`config.mk`:
```
export PLATFORM = sky130hd
export DESIGN_NAME = dtwr_back
export DESIGN_NICKNAME = d
export VERILOG_FILES = /design/src/rtl/dtwr_pkg.sv /design/src/rtl/dtwr_back.sv
export SDC_FILE = /design/constraint.sdc
export NUM_CORES = 2
export LEC_CHECK = 0
export BUFFER_PORTS_ARGS = -buffer_cell sky130_fd_sc_hd__clkbuf_2
export CORE_AREA = 2 2 375 377
export DETAILED_ROUTE_END_ITERATION = 16
export DIE_AREA = 0 0 377 379
export GPL_ROUTABILITY_DRIVEN = 0
export SYNTH_ARGS = -nofsm -noshare
export SYNTH_HDL_FRONTEND = slang
export SYNTH_SLANG_ARGS = --single-unit
export TNS_END_PERCENT = 50
```
`constraint.sdc`:
```
create_clock -name clk -period 9.9 [get_ports clk]
set_clock_uncertainty 0.1 [all_clocks]
set_input_delay 1.98 -clock clk [delete_from_list [all_inputs] [get_ports clk]]
set_output_delay 1.98 -clock clk [all_outputs]
set_load 0.01 [all_outputs]
```
`src/rtl/dtwr_pkg.sv`:
```
// ----------------------------------------------------------------------------
// dtwr_pkg
// shared constants and types of the two-way ranging distance unit
// ----------------------------------------------------------------------------
`default_nettype none
package dtwr_pkg;

  localparam int STAMP_BITS_DEF     = 32;
  localparam int QUOT_FRAC_BITS_DEF = 8;
  localparam int TS_BITS            = 32;
  localparam int NUM_STAMPS         = 6;
  localparam int CAL_BITS           = 17;
  localparam int SCALE_BITS         = 24;
  localparam int DIST_BITS          = 32;
  localparam int CAP_BIT            = 40;
  localparam int SCALE_FRAC_BITS    = 16;
  localparam int CHUNK_BITS         = 32;

  localparam logic [CAL_BITS-1:0]   CAL_RESET   = '0;
  localparam logic [SCALE_BITS-1:0] SCALE_RESET = 24'd307386;

  localparam logic [0:0] REG_CAL   = 1'b0;
  localparam logic [0:0] REG_SCALE = 1'b1;

  localparam logic [1:0] STATUS_OK   = 2'd0;
  localparam logic [1:0] STATUS_ZERO = 2'd1;
  localparam logic [1:0] STATUS_DEN0 = 2'd2;
  localparam logic [1:0] STATUS_SAT  = 2'd3;

  typedef struct packed {
    logic valid;
    logic zero;
    logic neg;
  } dtwr_side_t;

endpackage
`default_nettype wire

```
`src/rtl/dtwr_back.sv`:
```
// ----------------------------------------------------------------------------
// dtwr_back
// scaling to millimetres, offset, clamp and output register
// ----------------------------------------------------------------------------
`default_nettype none
module dtwr_back import dtwr_pkg::*; #(
  parameter int S = STAMP_BITS_DEF,
  parameter int F = QUOT_FRAC_BITS_DEF
) (
  input  wire logic                   clk,
  input  wire logic                   rst,
  input  wire logic                   en,
  input  wire logic [2*S+F-1:0]       quot,
  input  wire dtwr_side_t             side_in,
  input  wire logic [CAL_BITS-1:0]    cal,
  input  wire logic [SCALE_BITS-1:0]  scale,
  output logic                        out_valid,
  output logic [DIST_BITS-1:0]        distance_mm,
  output logic [1:0]                  status
);
  localparam int QN  = 2 * S + F;
  localparam int QW  = (QN < 57 + F) ? QN : 57 + F;
  localparam int NCH = (QW + CHUNK_BITS - 1) / CHUNK_BITS;
  localparam int PB  = CHUNK_BITS + SCALE_BITS;
  localparam int PW  = NCH * CHUNK_BITS + SCALE_BITS;
  localparam int SH  = SCALE_FRAC_BITS + F;
  localparam int SHW = PW - SH;

  localparam logic [CAP_BIT:0] CAP = (CAP_BIT+1)'(1) << CAP_BIT;

  logic [QW-1:0]               qc;
  logic [NCH*CHUNK_BITS-1:0]   qp;
  logic [PB-1:0]               prod [NCH];
  dtwr_side_t                  side_p, side_m;
  logic [PW-1:0]               sum;
  logic [SHW-1:0]              shifted;
  logic [CAP_BIT:0]            mag_next, mag;
  logic [CAP_BIT+1:0]          sval;
  logic [CAP_BIT+2:0]          calv;
  logic [DIST_BITS-1:0]        dist_next;
  logic [1:0]                  status_next;

  generate
    if (QN > QW) begin : g_clip
      assign qc = (|quot[QN-1:QW]) ? '1 : quot[QW-1:0];
    end else begin : g_pass
      assign qc = quot[QW-1:0];
    end
  endgenerate

  assign qp = (NCH*CHUNK_BITS)'(qc);

  always_comb begin
    sum = '0;
    for (int k = 0; k < NCH; k++) begin
      sum = sum + (PW'(prod[k]) << (CHUNK_BITS * k));
    end
  end

  assign shifted  = sum[PW-1:SH];
  assign mag_next = (shifted > SHW'(CAP)) ? CAP : shifted[CAP_BIT:0];

  assign sval = side_m.neg ? ((CAP_BIT+2)'(0) - {1'b0, mag}) : {1'b0, mag};
  assign calv = {sval[CAP_BIT+1], sval}
              + {{(CAP_BIT+3-CAL_BITS){cal[CAL_BITS-1]}}, cal};

  always_comb begin
    if (side_m.zero) begin
      dist_next   = '1;
      status_next = STATUS_DEN0;
    end else if (calv[CAP_BIT+2] || (calv == '0)) begin
      dist_next   = '0;
      status_next = STATUS_ZERO;
    end else if (|calv[CAP_BIT+1:DIST_BITS]) begin
      dist_next   = '1;
      status_next = STATUS_SAT;
    end else begin
      dist_next   = calv[DIST_BITS-1:0];
      status_next = STATUS_OK;
    end
  end

  always_ff @(posedge clk) begin
    if (rst) begin
      side_p    <= '0;
      side_m    <= '0;
      out_valid <= 1'b0;
    end else if (en) begin
      side_p    <= side_in;
      side_m    <= side_p;
      out_valid <= side_m.valid;
    end
  end

  always_ff @(posedge clk) begin
    if (en) begin
      for (int k = 0; k < NCH; k++) begin
        prod[k] <= PB'(qp[CHUNK_BITS*k +: CHUNK_BITS]) * PB'(scale);
      end
      mag         <= mag_next;
      distance_mm <= dist_next;
      status      <= status_next;
    end
  end

endmodule
`default_nettype wire

```
## Word-level counts from Yosys, hierarchy flattened

Memory sizes are Yosys's and may differ from the RTL's.
Index checks and enable logic that the tools add are counted.

- $lt $le $gt $ge: 1
- Multiply operators: 3
- Reduce and logical (&&, ||, !) cells: 4
- Add/subtract/negate cells: 4
- Mux-type cells: 8

Operator list:

| cell | number |
|---|---|
| adder 89 x 120 -> 120 bit | 1 |
| multiplier 32 x 24 -> 56 bit | 2 |
| > comparator 96 x 41 -> 1 bit (second input constant) | 1 |
| adder 56 x 88 -> 89 bit | 1 |
| two-way mux 65 bit | 1 |
| two-way mux 32 bit | 2 |
| adder 42 x 17 -> 43 bit | 1 |
| zero test 43 bit | 1 |
| two-way mux 42 bit | 1 |
| subtractor 1 x 41 -> 42 bit (first input constant) | 1 |
| multiplier 1 x 24 -> 25 bit | 1 |
| OR reduction 10 bit | 1 |
| OR reduction 7 bit | 1 |
| two-way mux 2 bit | 2 |
| two-way mux 1 bit | 2 |
| logical OR 1 bit | 1 |

- Word-level logic and storage cells: 31
- Memories kept: 1
- Input port bits: 119
- Output and inout bits: 35
- Flip-flop bits (word level): 82
- RAM bits: 168

Memories:

| memory | words | width | read ports | clocked after memory_dff | write ports | line | RTL |
|---|---|---|---|---|---|---|---|
| prod | 3 | 56 | 3 | 0 | 3 | dtwr_back.sv:33 | `logic [PB-1:0] prod [NCH];` |

## Longest topological paths before layout

- Depth after elaboration: 6
- Depth in mapped cells: 33
- Mapped depth without buffers: 30

## Least setup slack after synthesis

No wires, ideal clock.

- Path type: input port to flip-flop
- Start point: input quot[67]
- End point: memory prod[0][110] in the netlist's numbering (data pin)
- Library setup time: 0.258 ns
- Setup slack: -0.100 ns
- Stages: 31
- Required time: 9.542 ns
- Buffers on the path: 4
- Arrival: 9.642 ns
- Cells stage by stage: nor4_1 nand2_1 clkbuf_1 clkbuf_1 or2_1 clkbuf_1 and2_1 fa_1 fa_1 inv_1 fa_1 fa_1 inv_1 fa_1 fa_1 inv_1 fa_1 inv_1 ha_1 clkbuf_1 a21o_1 a21o_1 a211oi_1 o21ai_0 o41ai_1 o21bai_1 a22o_1 a221oi_1 o31ai_1 o22ai_1 xnor2_1

RTL lines:

| what | line | RTL |
|---|---|---|
| from (decl) | dtwr_back.sv:13 | `input wire logic [2*S+F-1:0] quot,` |
| to (decl) | dtwr_back.sv:33 |  |

==> parameters.txt <==
Parameter                              Value

Global routing
  Number of antenna violations at the first check in global routing ... 17
  Via count of the first global-routing pass ... roughly 50000
  Pin count of the biggest net entering global routing ... between 100 and 150
  First-pass GRT wire length ... 279000 um
  Global-route usage over all layers ... ~25%
  Remaining global-route overflow ... 0

STA
  Relative slew slack ... 34.7%
  Period minus WS final ... 9.71 ns
  Count of endpoints failing setup in the final report ... 0
  Share of the clock period used by the worst path after layout ... between 90% and 100%
  Setup repair after global routing missed its margin ... yes
  Hold Worst Slack ... between 0.3 and 0.4 ns
  Transition at the pin with the smallest max-transition slack ... 0.979 ns
  Number of endpoints with negative hold slack in the final report ... 0
  Max-slew violation total from the final report ... 0
  Highest attainable clock frequency ... 0.103 GHz

Setup path
  Logic depth of the worst register-to-register path ... 22
  Crit-path most repeated cell ... sky130_fd_sc_hd__fa_1
  Largest driver fanout on the critical path ... 27
  Startpoint type of the worst setup path ... input pin
  Data arrival time of the critical path ... 9.85 ns
  Type of the worst setup path ... in2reg
  Required time of the worst setup path ... 10.04 ns
  Critical path capture point type ... flip-flop
  Slowest-stage cell, CP ... sky130_fd_sc_hd__fa_1
  Worst stage delay on the critical path ... 0.53 ns

Logic synthesis
  Synthesis Warnings ... 0
  Sequential share of the synthesized area ... 9.28%
  Synthesized netlist cell count ... just under 7000
  Async set-or-reset flop fraction in the synthesized netlist ... 0%
  Count of different cell masters after synthesis ... 88
  Number of register bits inferred by synthesis ... 194
  Area of the mapped netlist ... 62000 sq um
  Predominant post-synthesis flop cell ... sky130_fd_sc_hd__edfxtp_1
  Post-Syn Area per Cell ... 9.12 sq um
  Nets in the synthesized netlist ... 8691
  Post-synth EDFFs ... roughly 190

Clock tree
  H-tree Lvls ... 4
  Clock tree from TritonCTS ... built
  Number of buffers on the longest clock path ... 2
  Clock latency at the later pin of the worst-skew pair ... 0.49 ns
  CTS sink count ... roughly 190
  Buffer type at the clock tree root ... sky130_fd_sc_hd__clkbuf_16
  Number of buffers added by the clock tree synthesis step ... 17
  Clock Pin Slew Worst Setup and Hold Paths ... 0.07 ns

Job
  Max-Cap Viols ... 0

Placement
  Cell count after placement ... 8847
  Half-perimeter wire length after detailed placement ... 145000 um
  Count of input and output buffers ... 153

Layout
  Fraction of final layout cells sized beyond drive strength 1 ... 11.1%
  Number of non-filler instances in the completed layout ... slightly below 9000
  Fill count ... 13200
  # nets final ... about 9000
  Signed area change from the synthesized netlist to the final layout ... 10.6%

Die
  Total die area ... about 140000 sq um
  Std-Cell Core Area ... between 100000 and 150000 sq um
  Die height ... 379 um
  Number of placement rows ... approximately 140
  IO Count ... 154
  Die extent in x ... about 380 um
  Initial cell density of the core ... 44.7%

Detailed routing
  Total via count in the routed design ... 46800
  DRT Wirelength ... 173000 um
  Met3 layer wire length in the routed design ... between 10000 and 15000 um
  Post-DR wirelength/cell ... around 20 um
  Ratio of routed vias to standard cells ... 5.27
  Max Used Layer ... met5
  # DRC ... 0
  WL met1 ... between 70000 and 80000 um
  Detailed-routing iteration count for the pre-antenna-repair pass ... 6
  Remaining antenna violation count after routing ... 0
  Routed wl met2 ... 80300 um
  Number of DRC markers in iteration 0 ... 3146

Hold path
  Worst min-delay path class ... reg2reg
  Number of cells on the worst hold path ... 2

Run status
  Run status ... finished, final reports clean
[path summary, 6_finish.rpt]
| kind | end | from | slack [ns] |
|---|---|---|---|
| max | prod[0][111] | quot[67] | 0.19 |
| min | out_valid | out_valid | 0.40 |
| max reg2reg | distance_mm[31] | mag[4] | 2.90 |
| min reg2reg | out_valid | out_valid | 0.40 |
[worst max-delay path, delay by kind of cell]
kind	cells	cell delay, ns
adders and majority gates	8	3.78
AOI/OAI and AO/OA	9	1.73
buffers and inverters	10	1.13
and+or+nand+nor	6	1.05
xor gates and xnor gates	1	0.12
[metrics by stage]
step | setup WS [ns] | instance area (sq um) | utilization, % | TNS [ns]
2_1_floorplan | 0.0893 | 62100 | - | 0
4_1_cts | 0.00851 | 68200 | 49.2 | 0
3_5_place_dp | -0.563 | 67600 | 48.7 | -11.98
6_report | 0.189 | 68600 | 49.4 | 0
5_1_grt | -0.126 | 68600 | 49.4 | -0.427
3_3_place_gp | -0.552 | 67600 | 48.7 | -11.52
[cell usage after synthesis, drive strengths merged (23+ instances only)]
| cell type | instances | share of area (%) |
|---|---|---|
| nor2b | 47 | 0.47 |
| xor2 | 63 | 0.89 |
| a21oi | 161 | 1.3 |
| and2 | 778 | 7.8 |
| xnor2 | 138 | 1.9 |
| edfxtp | 187 | 9.1 |
| inv | 1436 | 8.7 |
| nor2 | 103 | 0.63 |
| ha | 451 | 9.1 |
| o21a | 26 | 0.32 |
| nand2b | 23 | 0.23 |
| nand4 | 47 | 0.47 |
| fa | 1317 | 42 |
| nand3 | 48 | 0.41 |
| nor3 | 66 | 0.70 |
| o21ai | 141 | 1.1 |
| clkbuf | 352 | 2.1 |
| or2 | 72 | 0.73 |
| a21o | 104 | 1.3 |
| o21bai | 30 | 0.36 |
| nand2 | 902 | 5.5 |
[routing by layer]
metal  track usage (%)  up-vias
met2              41.6     1525
li1                  -    21100
met5                 0        -
met4              7.45       22
met1              34.1    23900
met3              4.15      303
[kinds of logic (layout without fill, tap and decap cells)]
| family | Yosys count | count (layout) | share of synthesized area (%) |
|---|---|---|---|
| and+or+nand+nor | 2202 | 2202 | 18.5 |
| buffers and inverters | 1808 | 2079 | 11.1 |
| adders and majority gates | 1768 | 1768 | 51.6 |
| AOI/OAI and AO/OA | 615 | 615 | 6.44 |
| xor gates and xnor gates | 201 | 201 | 2.84 |
| DFF | 194 | 194 | 9.28 |
| muxes | 16 | 16 | 0.264 |
| other | 0 | 8 | 0 |
[layout by cell type (no fill, tap or decap), types with 42 or more instances in the layout]
cell type,Yosys,routed
sky130_fd_sc_hd__o21ai_0,105,93
sky130_fd_sc_hd__inv_1,1435,1434
sky130_fd_sc_hd__a21o_1,104,104
sky130_fd_sc_hd__nor2_1,102,102
sky130_fd_sc_hd__ha_1,451,444
sky130_fd_sc_hd__nor3_1,45,42
sky130_fd_sc_hd__and2_1,778,778
sky130_fd_sc_hd__xor2_1,63,63
sky130_fd_sc_hd__buf_12,0,46
sky130_fd_sc_hd__xnor2_1,138,136
sky130_fd_sc_hd__fa_1,1317,1316
sky130_fd_sc_hd__buf_4,1,412
sky130_fd_sc_hd__edfxtp_1,187,187
sky130_fd_sc_hd__nand2_1,902,900
sky130_fd_sc_hd__nand4_1,47,47
sky130_fd_sc_hd__clkbuf_2,0,152
sky130_fd_sc_hd__nor2b_1,47,47
sky130_fd_sc_hd__nand3_1,47,47
sky130_fd_sc_hd__o21ai_1,36,45
sky130_fd_sc_hd__a21oi_1,160,154
[timing repair]
action	CTS	global route
gates resized for setup	5	78
hold buffers	0	0
setup endpoints to repair	4	31
pin swaps	0	24
setup buffers	0	4
[flip-flops by register name, indices dropped and copies added (netlist names)]
| name | count |
|---|---|
| side_m | 3 |
| distance_mm | 32 |
| status | 2 |
| side_p | 3 |
| out_valid | 1 |
| prod | 112 |
| mag | 41 |
[final cells by class]
type                            count  area (sq um)  share of cell area, %
Timing Repair Buffer              612          4800                   6.99
Clock buffer                       19           433                  0.631
Multi-Input combinational cell   4802         49800                   72.6
Sequential cell                   194          5760                   8.39
Inverter                         1436          5390                   7.85
Antenna cell                        8          20.0                 0.0292
Clock inverter                     12           170                  0.248
Tap cell                         1807          2260                   3.29
Power is left out: the tool's default activity adds up to more than one toggle a clock period on the data nets, which glitch-free logic cannot reach.
