$ cat src/rtl/dtwr_pkg.sv
// ----------------------------------------------------------------------------
// dtwr_pkg
// shared constants and types of the two-way ranging distance unit
// ----------------------------------------------------------------------------
`default_nettype none
package dtwr_pkg;

  localparam int STAMP_BITS_DEF     = 32;
  localparam int QUOT_FRAC_BITS_DEF = 8;
  localparam int TS_BITS            = 32;
  localparam int NUM_STAMPS         = 6;
  localparam int CAL_BITS           = 17;
  localparam int SCALE_BITS         = 24;
  localparam int DIST_BITS          = 32;
  localparam int CAP_BIT            = 40;
  localparam int SCALE_FRAC_BITS    = 16;
  localparam int CHUNK_BITS         = 32;

  localparam logic [CAL_BITS-1:0]   CAL_RESET   = '0;
  localparam logic [SCALE_BITS-1:0] SCALE_RESET = 24'd307386;

  localparam logic [0:0] REG_CAL   = 1'b0;
  localparam logic [0:0] REG_SCALE = 1'b1;

  localparam logic [1:0] STATUS_OK   = 2'd0;
  localparam logic [1:0] STATUS_ZERO = 2'd1;
  localparam logic [1:0] STATUS_DEN0 = 2'd2;
  localparam logic [1:0] STATUS_SAT  = 2'd3;

  typedef struct packed {
    logic valid;
    logic zero;
    logic neg;
  } dtwr_side_t;

endpackage
`default_nettype wire

$ cat src/rtl/dtwr_div_cell.sv
// ----------------------------------------------------------------------------
// dtwr_div_cell
// one restoring divide step, one quotient bit, registered
// ----------------------------------------------------------------------------
`default_nettype none
module dtwr_div_cell import dtwr_pkg::*; #(
  parameter int S = STAMP_BITS_DEF,
  parameter int F = QUOT_FRAC_BITS_DEF
) (
  input  wire logic              clk,
  input  wire logic              rst,
  input  wire logic              en,
  input  wire logic [3*S+F+1:0]  work_in,
  input  wire logic [S+1:0]      den_in,
  input  wire dtwr_side_t        side_in,
  output logic [3*S+F+1:0]       work_out,
  output logic [S+1:0]           den_out,
  output dtwr_side_t             side_out
);
  localparam int DW = S + 2;
  localparam int NB = 2 * S + F;
  localparam int W  = DW + NB;

  logic [DW:0]   top;
  logic [DW:0]   diff;
  logic          ge;
  logic [DW-1:0] rem_next;

  assign top      = work_in[W-1:NB-1];
  assign diff     = top - {1'b0, den_in};
  assign ge       = (top >= {1'b0, den_in});
  assign rem_next = ge ? diff[DW-1:0] : top[DW-1:0];

  always_ff @(posedge clk) begin
    if (rst) begin
      side_out <= '0;
    end else if (en) begin
      side_out <= side_in;
    end
  end

  always_ff @(posedge clk) begin
    if (en) begin
      work_out <= {rem_next, work_in[NB-2:0], ge};
      den_out  <= den_in;
    end
  end

endmodule
`default_nettype wire

$ cat config.mk
export PLATFORM = sky130hd
export DESIGN_NAME = dtwr_div_cell
export DESIGN_NICKNAME = d
export VERILOG_FILES = /design/src/rtl/dtwr_pkg.sv /design/src/rtl/dtwr_div_cell.sv
export SDC_FILE = /design/constraint.sdc
export NUM_CORES = 1
export LEC_CHECK = 0
export ABC_AREA = 1
export BUFFER_PORTS_ARGS = -buffer_cell sky130_fd_sc_hd__buf_2
export CORE_ASPECT_RATIO = 0.5
export CORE_UTILIZATION = 42
export DETAILED_ROUTE_END_ITERATION = 7
export PLACE_DENSITY_LB_ADDON = 0.3
export SLEW_MARGIN = 15
export SYNTH_ARGS = -nofsm -noshare
export SYNTH_HDL_FRONTEND = slang
export SYNTH_SLANG_ARGS = --single-unit
export TNS_END_PERCENT = 50
$ cat constraint.sdc
create_clock -name clk -period 2.35 [get_ports clk]
set_input_delay 0.47 -clock clk [delete_from_list [all_inputs] [get_ports clk]]
set_output_delay 0.47 -clock clk [all_outputs]
set_load 0.01 [all_outputs]
==> After elaboration in Yosys (flattened, before gate mapping) <==
Cells that the tools add are included.
{ "op_classes": {"mux": 1, "n_addsub": 1, "reduce_logical": 0, "mul": 0, "div": 0, "shift": 0, "n_lt_le_gt_ge": 1, "bitwise_logic": 0, "eq_ne": 0} }
{ "ops": {"columns": ["operator", "count"], "rows": [
  ["$ge 35x34->1", 1],
  ["$mux 34", 1],
  ["$sub 34x34->34", 1]
]} }
{ "totals": {"word_cells": 8, "input_bits": 146, "romBits": 0, "mem_bits_rw": 0, "latch_bits": 0, "memories": 0, "ff_bits": 143, "out_inout_bits": 143} }

==> Depth between registers and ports, before layout <==
Gate-level depths: netlist (run 1).
{ "depth": {"depth_word": 2, "ltp_mapped": 16, "depth_no_buf": 15} }

==> Worst setup path after synthesis (run 1) <==
Ideal clock, no wire load.
{ "synth_path": {"path_kind": "input -> register", "startpoint": "input work_in[71]", "endpoint": "register work_out[92], data pin", "t_required_ns": 2.097, "setup_slack_ns": 0.094, "path_stages": 14, "path_buffers": 0, "t_arrival_ns": 2.003, "setup_ns": 0.253, "path_cell_list": "inv_1 > ha_1 > inv_1 > fa_1 > nand3_1 > nand3_1 > nand2_1 > nand2_1 > nand2_1 > nand2_1 > nand3_1 > nand3b_1 > nand3_1 > nand2_1"} }
{ "synth_via": {"elab_chain_cells": 2, "elab_cells_between_ends": 3, "cone_classes": "add/sub (1); order compare (1); mux (1)"} }
{ "synth_rtl": {"columns": ["item", "line", "rtl"], "rows": [
  ["start, declared", "dtwr_div_cell.sv:13", "input wire logic [3*S+F+1:0] work_in,"],
  ["$sub 34x34->34 or $ge 35x34->1 (tied branches)", "dtwr_div_cell.sv:30, dtwr_div_cell.sv:31", null],
  ["$mux 34 *", "dtwr_div_cell.sv:32", "assign rem_next = ge ? diff[DW-1:0] : top[DW-1:0];"],
  ["named net rem_next[20]", "dtwr_div_cell.sv:27", "logic [DW-1:0] rem_next;"],
  ["end signal, assigned", "dtwr_div_cell.sv:44", "work_out <= {rem_next, work_in[NB-2:0], ge};"],
  ["end, declared", "dtwr_div_cell.sv:16", "output logic [3*S+F+1:0] work_out,"]
]} }
The timed path passes the listed nets; every way through them passes the cells marked *.
A chain may end at the register's enable or synchronous reset.

==> Final worst setup path (run 1) <==
{ "layout_path": {"startpoint": "input work_in[71]", "endpoint": "register work_out[96], data pin"} }
The elaborated chain is that of the path after synthesis.

==> impl_metrics.py, run 1 <==
metrics = {
    "timing": {
        "rsz0062_at_grt": "false",
        "hold_slack_ns": 0.2211,
        "setup_viol": 0,
        "fmax_mhz": 468.0,
        "final.setup.worst_slack_ns": 0.2134,
        "fin_crit_sh_pct": 90.92,
        "tightest_slew_ns": 0.4269,
        "period_minus_slack_ns": 2.137,
        "fin_skew_ns": 0,
        "maxSlewHeadroom_pct": 71.54,
        "final-hold-violation-count": 0,
        "finalMaxSlewViolations": 0,
    },
    "finish": {
        "area_growth_pct": 43.06,
        "drive_gt1_share_pct": 40.34,
        "antennaDiodeCount": 0,
        "utilization_pct": 61.77,
        "final_net_count": 1395,
    },
    "critical_path": {
        "required_ns": 2.53,
        "worstPathArrival_ns": 2.32,
        "critical_path.endpoint_type": "flip-flop",
        "slowest_delay_ns": 0.38,
        "crit_type": "primary input to flip-flop",
        "crit_chain": "buf_2 > inv_1 > ha_1 > inv_1 > fa_1 > nand3_1 > nand3_1 > nand2_1 > nand2_1 > nand2_1 > nand2_1 > nand3_1 > nand3b_1 > nand3_1 > nand2_1",
        "path_max_fanout": 3,
        "path_common_cell": "nand2_1",
        "crit_slowest_cell": "fa_1",
        "start_kind": "primary input",
    },
    "synth": {
        "synthCells": 794,
        "syn_avg_cell_area_um2": 9.485,
        "synth_nets": 975,
        "synth_most_common_cell": "nand2_1",
        "yosys.area.top_type": "edfxtp_1",
        "synthFlopType": "edfxtp_1",
        "synth.distinct_cells": 31,
        "synth_edf_count": 140,
        "async_flop_share_pct": 0,
        "synth_top_area_share_pct": 55.82,
        "synth_common_cells": "258 x nand2_1, 140 x edfxtp_1, 130 x inv_1",
        "yosys_warnings": 0,
        "synth_area_um2": 7531,
        "ys_seq_elements": 143,
        "yosysSeqAreaShare_pct": 56.62,
        "ys_top_cells_by_area": "edfxtp_1 56%, nand2_1 13%, inv_1 6.5%",
    },
    "placement": {
        "place_congestion": 0.9431,
        "place_ws_ns": -0.2352,
        "io_buffers": 288,
        "dpl.hpwl_mm": 17.47,
    },
    "clock_network": {
        "clk_latency_ns": 0.41,
        "clk_pin_slew_ns": 0.08,
        "postCtsSetupRepairBufs": 0,
        "ctsHoldBuffers": 0,
        "h-tree-depth": 4,
        "cts.sinks": 143,
        "cts_tree": "yes",
        "ctsResizeCount": 0,
        "cts.path.max_buffers": 2,
        "cts-root-buf": "clkbuf_16",
        "cts_inserted_buffers": 17,
    },
    "power_and_ir_drop": {
        "share_seq_of_total_power_pct": 40.8,
        "clkPwrFrac_pct": 37.2,
        "p_switching_uw": 2264,
        "p_int_uw": 5461,
        "power_switching_share_pct": 29.30,
        "power.leakage_uw": 0.005533,
        "powerDensity_nw_per_um2": 717.0,
        "power_uw": 7725,
        "vdd_drop_max_uv": 523.6,
        "pwr-share-comb_pct": 22.0,
    },
    "die": {
        "coreArea_um2": 17440,
        "die_h_um": 96.69,
        "placementRows": 34,
        "initial_core_util_pct": 43.18,
        "design.die.area_um2": 18500,
        "pin_count": 289,
        "die_width_um": 191.4,
    },
    "route": {
        "wire_per_inst_um": 15.02,
        "drtIter0Drc": 358,
        "via_count": 6813,
        "viasPerCell": 4.663,
        "ant_nets": 0,
        "dr.pass1.iters": 5,
        "wl_mm": 21.95,
        "drc": 0,
    },
    "global_route": {
        "grt_start_max_net_pins": 59,
        "antenna_found_initial": 0,
        "grt_pass1_wl_mm": 33.75,
        "grt_pass1_vias": 6539,
        "track_usage_pct": 23.77,
        "grt_overflow": 0,
    },
    "run": {
        "maxCapViolCount": 0,
    },
    "outcome": {
        "status": "completed",
    },
    "min_path": {
        "hp-class": "primary input to flip-flop",
    },
}
## power by group through the flow
stage / logic (µW) / registers [µW] / clock network [µW]
after global routing: 1860 / 3170 / 3010
after global placement: 1670 / 3200 / 0
after floorplan: 673 / 3350 / 0
after detailed placement: 1690 / 3200 / 0
after CTS: 1700 / 3150 / 2930
final: 1700 / 3150 / 2880
## cell usage in the layout (no fill, tap or decap)
cell	synthesis	final
nand2_4	1	1
clkinv_2	0	1
edfxtp_1	140	140
ha_1	34	34
nand3_2	1	1
nand2_2	38	38
clkbuf_16	0	17
buf_4	0	112
nand3_1	36	36
xor2_1	15	15
inv_2	3	3
inv_6	0	4
nor2_2	3	3
nand2_1	258	258
a21oi_1	28	28
nor2_4	3	3
o21bai_1	3	3
bufinv_16	0	2
nor4_4	1	1
nor2_1	53	53
fa_1	1	1
dfxtp_1	3	3
clkinv_8	0	1
nor3_2	1	1
a21oi_2	2	2
clkinv_4	0	2
buf_2	0	287
inv_1	130	130
nand2_8	1	1
inv_8	1	6
buf_12	3	7
nand4_1	3	3
or2_2	1	1
and3_1	1	1
xnor2_1	3	3
nand3b_1	7	7
nor3_1	5	5
o21ai_0	12	12
buf_6	3	1
## worst max-delay path, delay by kind of cell
kind                       cells  cell delay (ns)
adders and majority gates      2             0.54
and+or+nand+nor               10             1.07
buffers and inverters          3             0.23
## sequential cells by signal (all words and copies together), names as in the netlist
register  count
den_out      34
side_out      3
work_out    106
## layout make-up
type | instances | area, µm²
fillers | 1501 | 6668
flip-flops and latches | 143 | 4264
multi-input cells | 511 | 2663
repair buffers | 407 | 2429
inverters | 134 | 510.5
clock buffers | 17 | 425.4
well taps | 234 | 292.8
clock inverters | 15 | 190.2
## stage by stage
step           setup TNS, ns  std cells  cell area (µm²)
6_report                   0       1461            10770
2_1_floorplan              0        794             7531
3_3_place_gp          -5.646       1429            10160
4_1_cts                    0       1461            10770
3_5_place_dp          -5.276       1429            10160
5_1_grt                    0       1461            10770
## metal layers
layer,global-route usage (%),share of wire [%]
met2,36.59,44
met3,3.882,6.2
met1,34.72,48
met5,0,0
met4,6.105,1.1
## kinds of logic after synthesis
logic type,synth area share (%)
fa+ha+maj,5.915
simple gates,24.16
xor+xnor,2.093
buf+inv,8.025
flops,56.62
compound gates,3.190
## final timing paths
path	to	cells after the start	slack [ns]	startpoint
setup / recovery	work_out[96]	15	0.21	work_in[71]
hold / removal	work_out[51]	1	0.22	work_in[50]
setup reg to reg	side_out[0]	2	1.74	side_out[0]
hold reg to reg	side_out[1]	2	0.48	side_out[1]
No activity file was read; power rests on OpenSTA's default activity.
==> inputs of run 2 (changes only) <==
==> constraint.sdc (replaced) <==
create_clock -name clk -period 2.02 [get_ports clk]
set_input_delay 0.404 -clock clk [delete_from_list [all_inputs] [get_ports clk]]
set_output_delay 0.404 -clock clk [all_outputs]
set_load 0.01 [all_outputs]
==> impl_metrics.py, run 2 (synthesis results as in run 1) <==
metrics = {
    "clock_network": {
        "cts.sinks": 143,
        "h-tree-depth": 4,
        "cts-root-buf": "clkbuf_16",
        "cts_inserted_buffers": 17,
        "cts_tree": "yes",
        "clk_latency_ns": 0.42,
        "ctsHoldBuffers": 0,
        "clk_pin_slew_ns": 0.07,
        "cts.path.max_buffers": 2,
    },
    "outcome": {
        "status": "completed",
    },
    "route": {
        "dr.pass1.iters": 4,
        "wire_per_inst_um": 15.07,
        "wl_mm": 22.43,
        "drtIter0Drc": 422,
        "drc": 0,
        "ant_nets": 0,
        "viasPerCell": 4.621,
        "via_count": 6876,
    },
    "die": {
        "initial_core_util_pct": 43.18,
        "placementRows": 34,
        "pin_count": 289,
        "die_h_um": 96.69,
        "design.die.area_um2": 18500,
        "die_width_um": 191.4,
        "coreArea_um2": 17440,
    },
    "timing": {
        "fmax_mhz": 504.5,
        "rsz0062_at_grt": "true",
        "tightest_slew_ns": 0.3512,
        "final-hold-violation-count": 0,
        "hold_slack_ns": 0.1493,
        "period_minus_slack_ns": 1.982,
        "maxSlewHeadroom_pct": 76.59,
        "fin_crit_sh_pct": 98.13,
        "finalMaxSlewViolations": 0,
        "fin_skew_ns": 0,
        "setup_viol": 0,
    },
    "critical_path": {
        "required_ns": 2.20,
        "r2r_slack_ns": 1.43,
        "start_kind": "primary input",
        "critical_path.endpoint_type": "flip-flop",
        "path_max_fanout": 33,
        "worstPathArrival_ns": 2.16,
        "crit_type": "primary input to flip-flop",
    },
    "power_and_ir_drop": {
        "vdd_drop_max_uv": 556.9,
        "p_int_uw": 6427,
        "power_switching_share_pct": 29.00,
        "share_seq_of_total_power_pct": 40.5,
        "pwr-share-comb_pct": 23.4,
        "powerDensity_nw_per_um2": 801.9,
        "power_uw": 9053,
        "power.leakage_uw": 0.005657,
        "p_switching_uw": 2625,
        "clkPwrFrac_pct": 36.1,
    },
    "global_route": {
        "grt_pass1_wl_mm": 34.32,
        "grt_overflow": 0,
        "grt_pass1_vias": 6824,
        "track_usage_pct": 23.81,
        "grt_start_max_net_pins": 36,
        "antenna_found_initial": 0,
    },
    "finish": {
        "largest_register_ffs": 106,
        "final_net_count": 1422,
        "n_fill_cell": 1489,
        "antennaDiodeCount": 0,
        "drive_gt1_share_pct": 45.61,
        "layout_commonest_cell": "buf_2",
        "reg.largest.list": "work_out: 106 flops, den_out: 34 flops, side_out: 3 flops",
        "largest_register": "work_out",
        "final_cell_mix": "287 x buf_2, 246 x nand2_1, 140 x edfxtp_1",
        "area_growth_pct": 49.89,
    },
    "run": {
        "maxCapViolCount": 0,
    },
    "placement": {
        "dpl.hpwl_mm": 17.41,
        "place_congestion": 0.9438,
        "io_buffers": 288,
    },
    "min_path": {
        "hp-class": "primary input to flip-flop",
    },
}
[run 2: cell count changes in the layout (fill, tap and decap cells not counted), sizes merged]
cell / before / now
buf: 407 / 432
clkbuf: 17 / 20
clkinvlp: 0 / 3
clkinv: 4 / 2
inv: 143 / 141
[run 2: cell type report]
cell class / instances / area, µm² / area share [%]
Sequential cell: 143 / 4264 / 37.77
Multi-Input combinational cell: 511 / 2968 / 26.29
Timing Repair Buffer: 434 / 2641 / 23.40
Inverter: 134 / 519.2 / 4.600
Clock buffer: 18 / 429.2 / 3.802
Tap cell: 234 / 292.8 / 2.594
Clock inverter: 14 / 173.9 / 1.541
[run 2: path summary, 6_finish.rpt]
kind	cells after the start	startpoint	endpoint
setup / recovery	12	den_in[21]	work_out[93]
hold / removal	1	work_in[10]	work_out[11]
setup reg to reg	2	side_out[2]	side_out[2]
hold reg to reg	2	side_out[0]	side_out[0]
[run 2: through the flow]
stage,std cells,area (µm²),setup WS [ns],setup TNS (ns),util [%]
after floorplan,794,7649,0.001503,0,-
after global placement,1453,10430,-0.3468,-10.75,59.81
after detailed placement,1453,10430,-0.4061,-12.88,59.81
after CTS,1485,11030,0.04247,0,63.26
after global routing,1488,11290,-0.03272,-0.2470,64.72
final,1488,11290,0.03773,0,64.72
[run 2: routing by layer]
layer  vias up  track usage (%)  wire, µm
met5         -                0         0
met4         0            5.128       193
met3        19            3.157      1489
met2       234            39.24     10460
met1      3170            33.43     10290
li1       3453                -         -
[run 2: power groups by stage]
stage / sequential [µW] / clock, µW / combinational, µW
floorplan: 3900 / 0 / 811
global placement: 3720 / 0 / 1980
detailed placement: 3730 / 0 / 2020
CTS: 3670 / 3310 / 2030
global route: 3700 / 3420 / 2320
finish: 3670 / 3260 / 2120
[run 2: critical path, cell delays in order]
cell and delay, ns:
buf_2 0.09, inv_1 0.04, ha_2 0.36, nand2_1 0.11
nor2_2 0.12, nand2_1 0.13, nor4_4 0.30, a21oi_2 0.15
nand2_8 0.18, inv_16 0.11, nand2_2 0.08, nand2_1 0.06
[run 2: what timing repair did]
action / CTS / global route
setup endpoints to repair: 0 / 34
resized for setup: 0 / 41
buffers inserted: 0 / 1
==> inputs of run 3 (changes only) <==
--- a/config.mk
+++ b/config.mk
@@ -7,10 +7,11 @@
 export LEC_CHECK = 0
 export ABC_AREA = 1
 export BUFFER_PORTS_ARGS = -buffer_cell sky130_fd_sc_hd__buf_2
+export CAP_MARGIN = 20
 export CORE_ASPECT_RATIO = 0.5
 export CORE_UTILIZATION = 42
 export DETAILED_ROUTE_END_ITERATION = 7
-export PLACE_DENSITY_LB_ADDON = 0.3
+export PLACE_DENSITY = 0.7
 export SLEW_MARGIN = 15
 export SYNTH_ARGS = -nofsm -noshare
 export SYNTH_HDL_FRONTEND = slang
==> impl_metrics.py, run 3 (synthesis results as in run 1) <==
metrics = {
    "timing": {
        "fin_skew_ns": 0,
        "period_minus_slack_ns": 1.945,
        "final-hold-violation-count": 0,
        "tightest_slew_ns": 0.5234,
        "rsz0062_at_grt": "true",
        "final.setup.worst_slack_ns": 0.07464,
        "setup_viol": 0,
        "finalMaxSlewViolations": 0,
        "fmax_mhz": 514.0,
        "fin_crit_sh_pct": 96.30,
        "maxSlewHeadroom_pct": 65.11,
    },
    "route": {
        "ant_nets": 0,
        "dr.pass1.iters": 8,
        "wl_mm": 22.22,
        "viasPerCell": 4.649,
        "drc": 4,
        "via_count": 6964,
        "drtIter0Drc": 439,
        "wire_per_inst_um": 14.83,
    },
    "finish": {
        "final_cell_mix": "287 x buf_2, 242 x nand2_1, 147 x buf_4",
        "layout_commonest_cell": "buf_2",
        "reg.largest.list": "work_out: 106 flops, den_out: 34 flops, side_out: 3 flops",
        "area_growth_pct": 51.11,
        "n_fill_cell": 1494,
        "final_net_count": 1431,
        "ff_latch_area_um2": 4264,
        "largest_register_ffs": 106,
        "drive_gt1_share_pct": 46.16,
        "multiInputGateArea_um2": 2997,
        "final_cell_count_no_fill": 1498,
        "largest_register": "work_out",
    },
    "critical_path": {
        "path_depth": 13,
        "crit_buf_inv": 4,
        "r2r_slack_ns": 1.35,
        "slowest_delay_ns": 0.34,
        "crit_chain": "buf_2 > inv_1 > ha_1 > nand2_1 > nor2_2 > nand3_1 > nor3_2 > a21oi_2 > nand2_8 > inv_8 > buf_12 > nand2_2 > nand2_1",
        "critical_path.endpoint_type": "flip-flop",
        "path_max_fanout": 16,
        "start_kind": "primary input",
        "path_common_cell": "nand2_1",
        "required_ns": 2.20,
        "worstPathArrival_ns": 2.12,
        "cpLargestDelayFamily": "simple AND/OR/NAND/NOR gates",
        "crit_slowest_cell": "ha_1",
        "r2r_cells": 2,
        "crit_type": "primary input to flip-flop",
    },
    "min_path": {
        "whs_path_depth": 1,
        "hp-class": "primary input to flip-flop",
    },
    "clock_network": {
        "clk_pin_slew_ns": 0.07,
        "cts.path.max_buffers": 2,
        "cts_tree": "yes",
        "cts_inserted_buffers": 17,
        "clk_latency_ns": 0.42,
        "h-tree-depth": 4,
        "cts-root-buf": "clkbuf_16",
        "cts.sinks": 143,
    },
    "die": {
        "coreArea_um2": 17440,
        "design.die.area_um2": 18500,
        "initial_core_util_pct": 43.18,
        "die_h_um": 96.69,
        "die_width_um": 191.4,
        "placementRows": 34,
        "pin_count": 289,
    },
    "placement": {
        "dp.cells": 1459,
        "place_ws_ns": -0.3720,
        "dpl.hpwl_mm": 17.10,
        "place_congestion": 0.9438,
        "io_buffers": 288,
    },
    "global_route": {
        "grt_pass1_vias": 6688,
        "antenna_found_initial": 1,
        "top_usage_layer": "met2",
        "grt_pass1_wl_mm": 33.60,
        "grt_overflow": 0,
        "grt_start_max_net_pins": 64,
        "grt_use_met1_pct": 33.33,
        "grt_util_met2_pct": 37.04,
        "met3_usage_pct": 3.810,
        "track_usage_pct": 23.39,
    },
    "outcome": {
        "violations": "DRC",
        "status": "finished with violations",
    },
    "power_and_ir_drop": {
        "p_int_uw": 6458,
        "powerDensity_nw_per_um2": 801.9,
        "power_switching_share_pct": 29.23,
        "share_seq_of_total_power_pct": 40.2,
        "vdd_drop_max_uv": 524.6,
        "power.leakage_uw": 0.005699,
        "p_switching_uw": 2667,
        "pwr-share-comb_pct": 23.7,
        "clkPwrFrac_pct": 36.1,
    },
    "run": {
        "maxCapViolCount": 0,
    },
}
## run 3: layout make-up
class	count	share of cell area [%]
flip-flops and latches	143	37.47
clock buffers	17	3.738
multi-input cells	511	26.33
clock inverters	15	1.539
repair buffers	443	23.84
well taps	234	2.573
inverters	134	4.486
diodes	1	0.02199
## run 3: final timing paths
kind | from | endpoint
max | den_in[15] | work_out[85]
min | work_in[8] | work_out[9]
max reg2reg | side_out[1] | side_out[1]
min reg2reg | side_out[2] | side_out[2]
## run 3: per-layer routing
metal | routed length, µm | part of all wire (%) | vias to the layer above
li1 | - | - | 3476
met1 | 10450 | 47 | 3255
met2 | 10080 | 45 | 210
met3 | 1414 | 6.4 | 23
met4 | 277 | 1.2 | 0
met5 | 0 | 0 | -
## run 3: worst register-to-register path: stages (launching register included)
cell	delay, ns
dfxtp_1	0.36
nand2_1	0.07
a21oi_1	0.16
## run 3: power groups by stage
| stage | registers, µW | logic [µW] | clock network, µW |
|---|---|---|---|
| finish | 3670 | 2160 | 3290 |
| global route | 3700 | 2360 | 3440 |
| CTS | 3670 | 2050 | 3350 |
| detailed placement | 3730 | 2040 | 0 |
| global placement | 3720 | 2010 | 0 |
| floorplan | 3900 | 811 | 0 |
## run 3: timing repair
action                                 4_1_cts  5_1_grt
setup endpoints to repair                    0       34
gates resized for setup                      0       40
buffers inserted                             0        4
hold buffers                                 0        0
endpoints found under the hold margin        0        0
## run 3: stage by stage
stage | hold WS (ns) | power [µW] | util, % | setup TNS [ns] | area [µm²]
after floorplan | 0.4731 | 4707 | - | 0 | 7649
final | 0.1473 | 9125 | 65.24 | 0 | 11380
after CTS | 0.1366 | 9070 | 63.51 | 0 | 11080
after global routing | 0.1332 | 9505 | 65.23 | -0.7855 | 11380
after detailed placement | 0.4744 | 5769 | 60.06 | -11.99 | 10480
after global placement | 0.4473 | 5731 | 60.06 | -10.76 | 10480
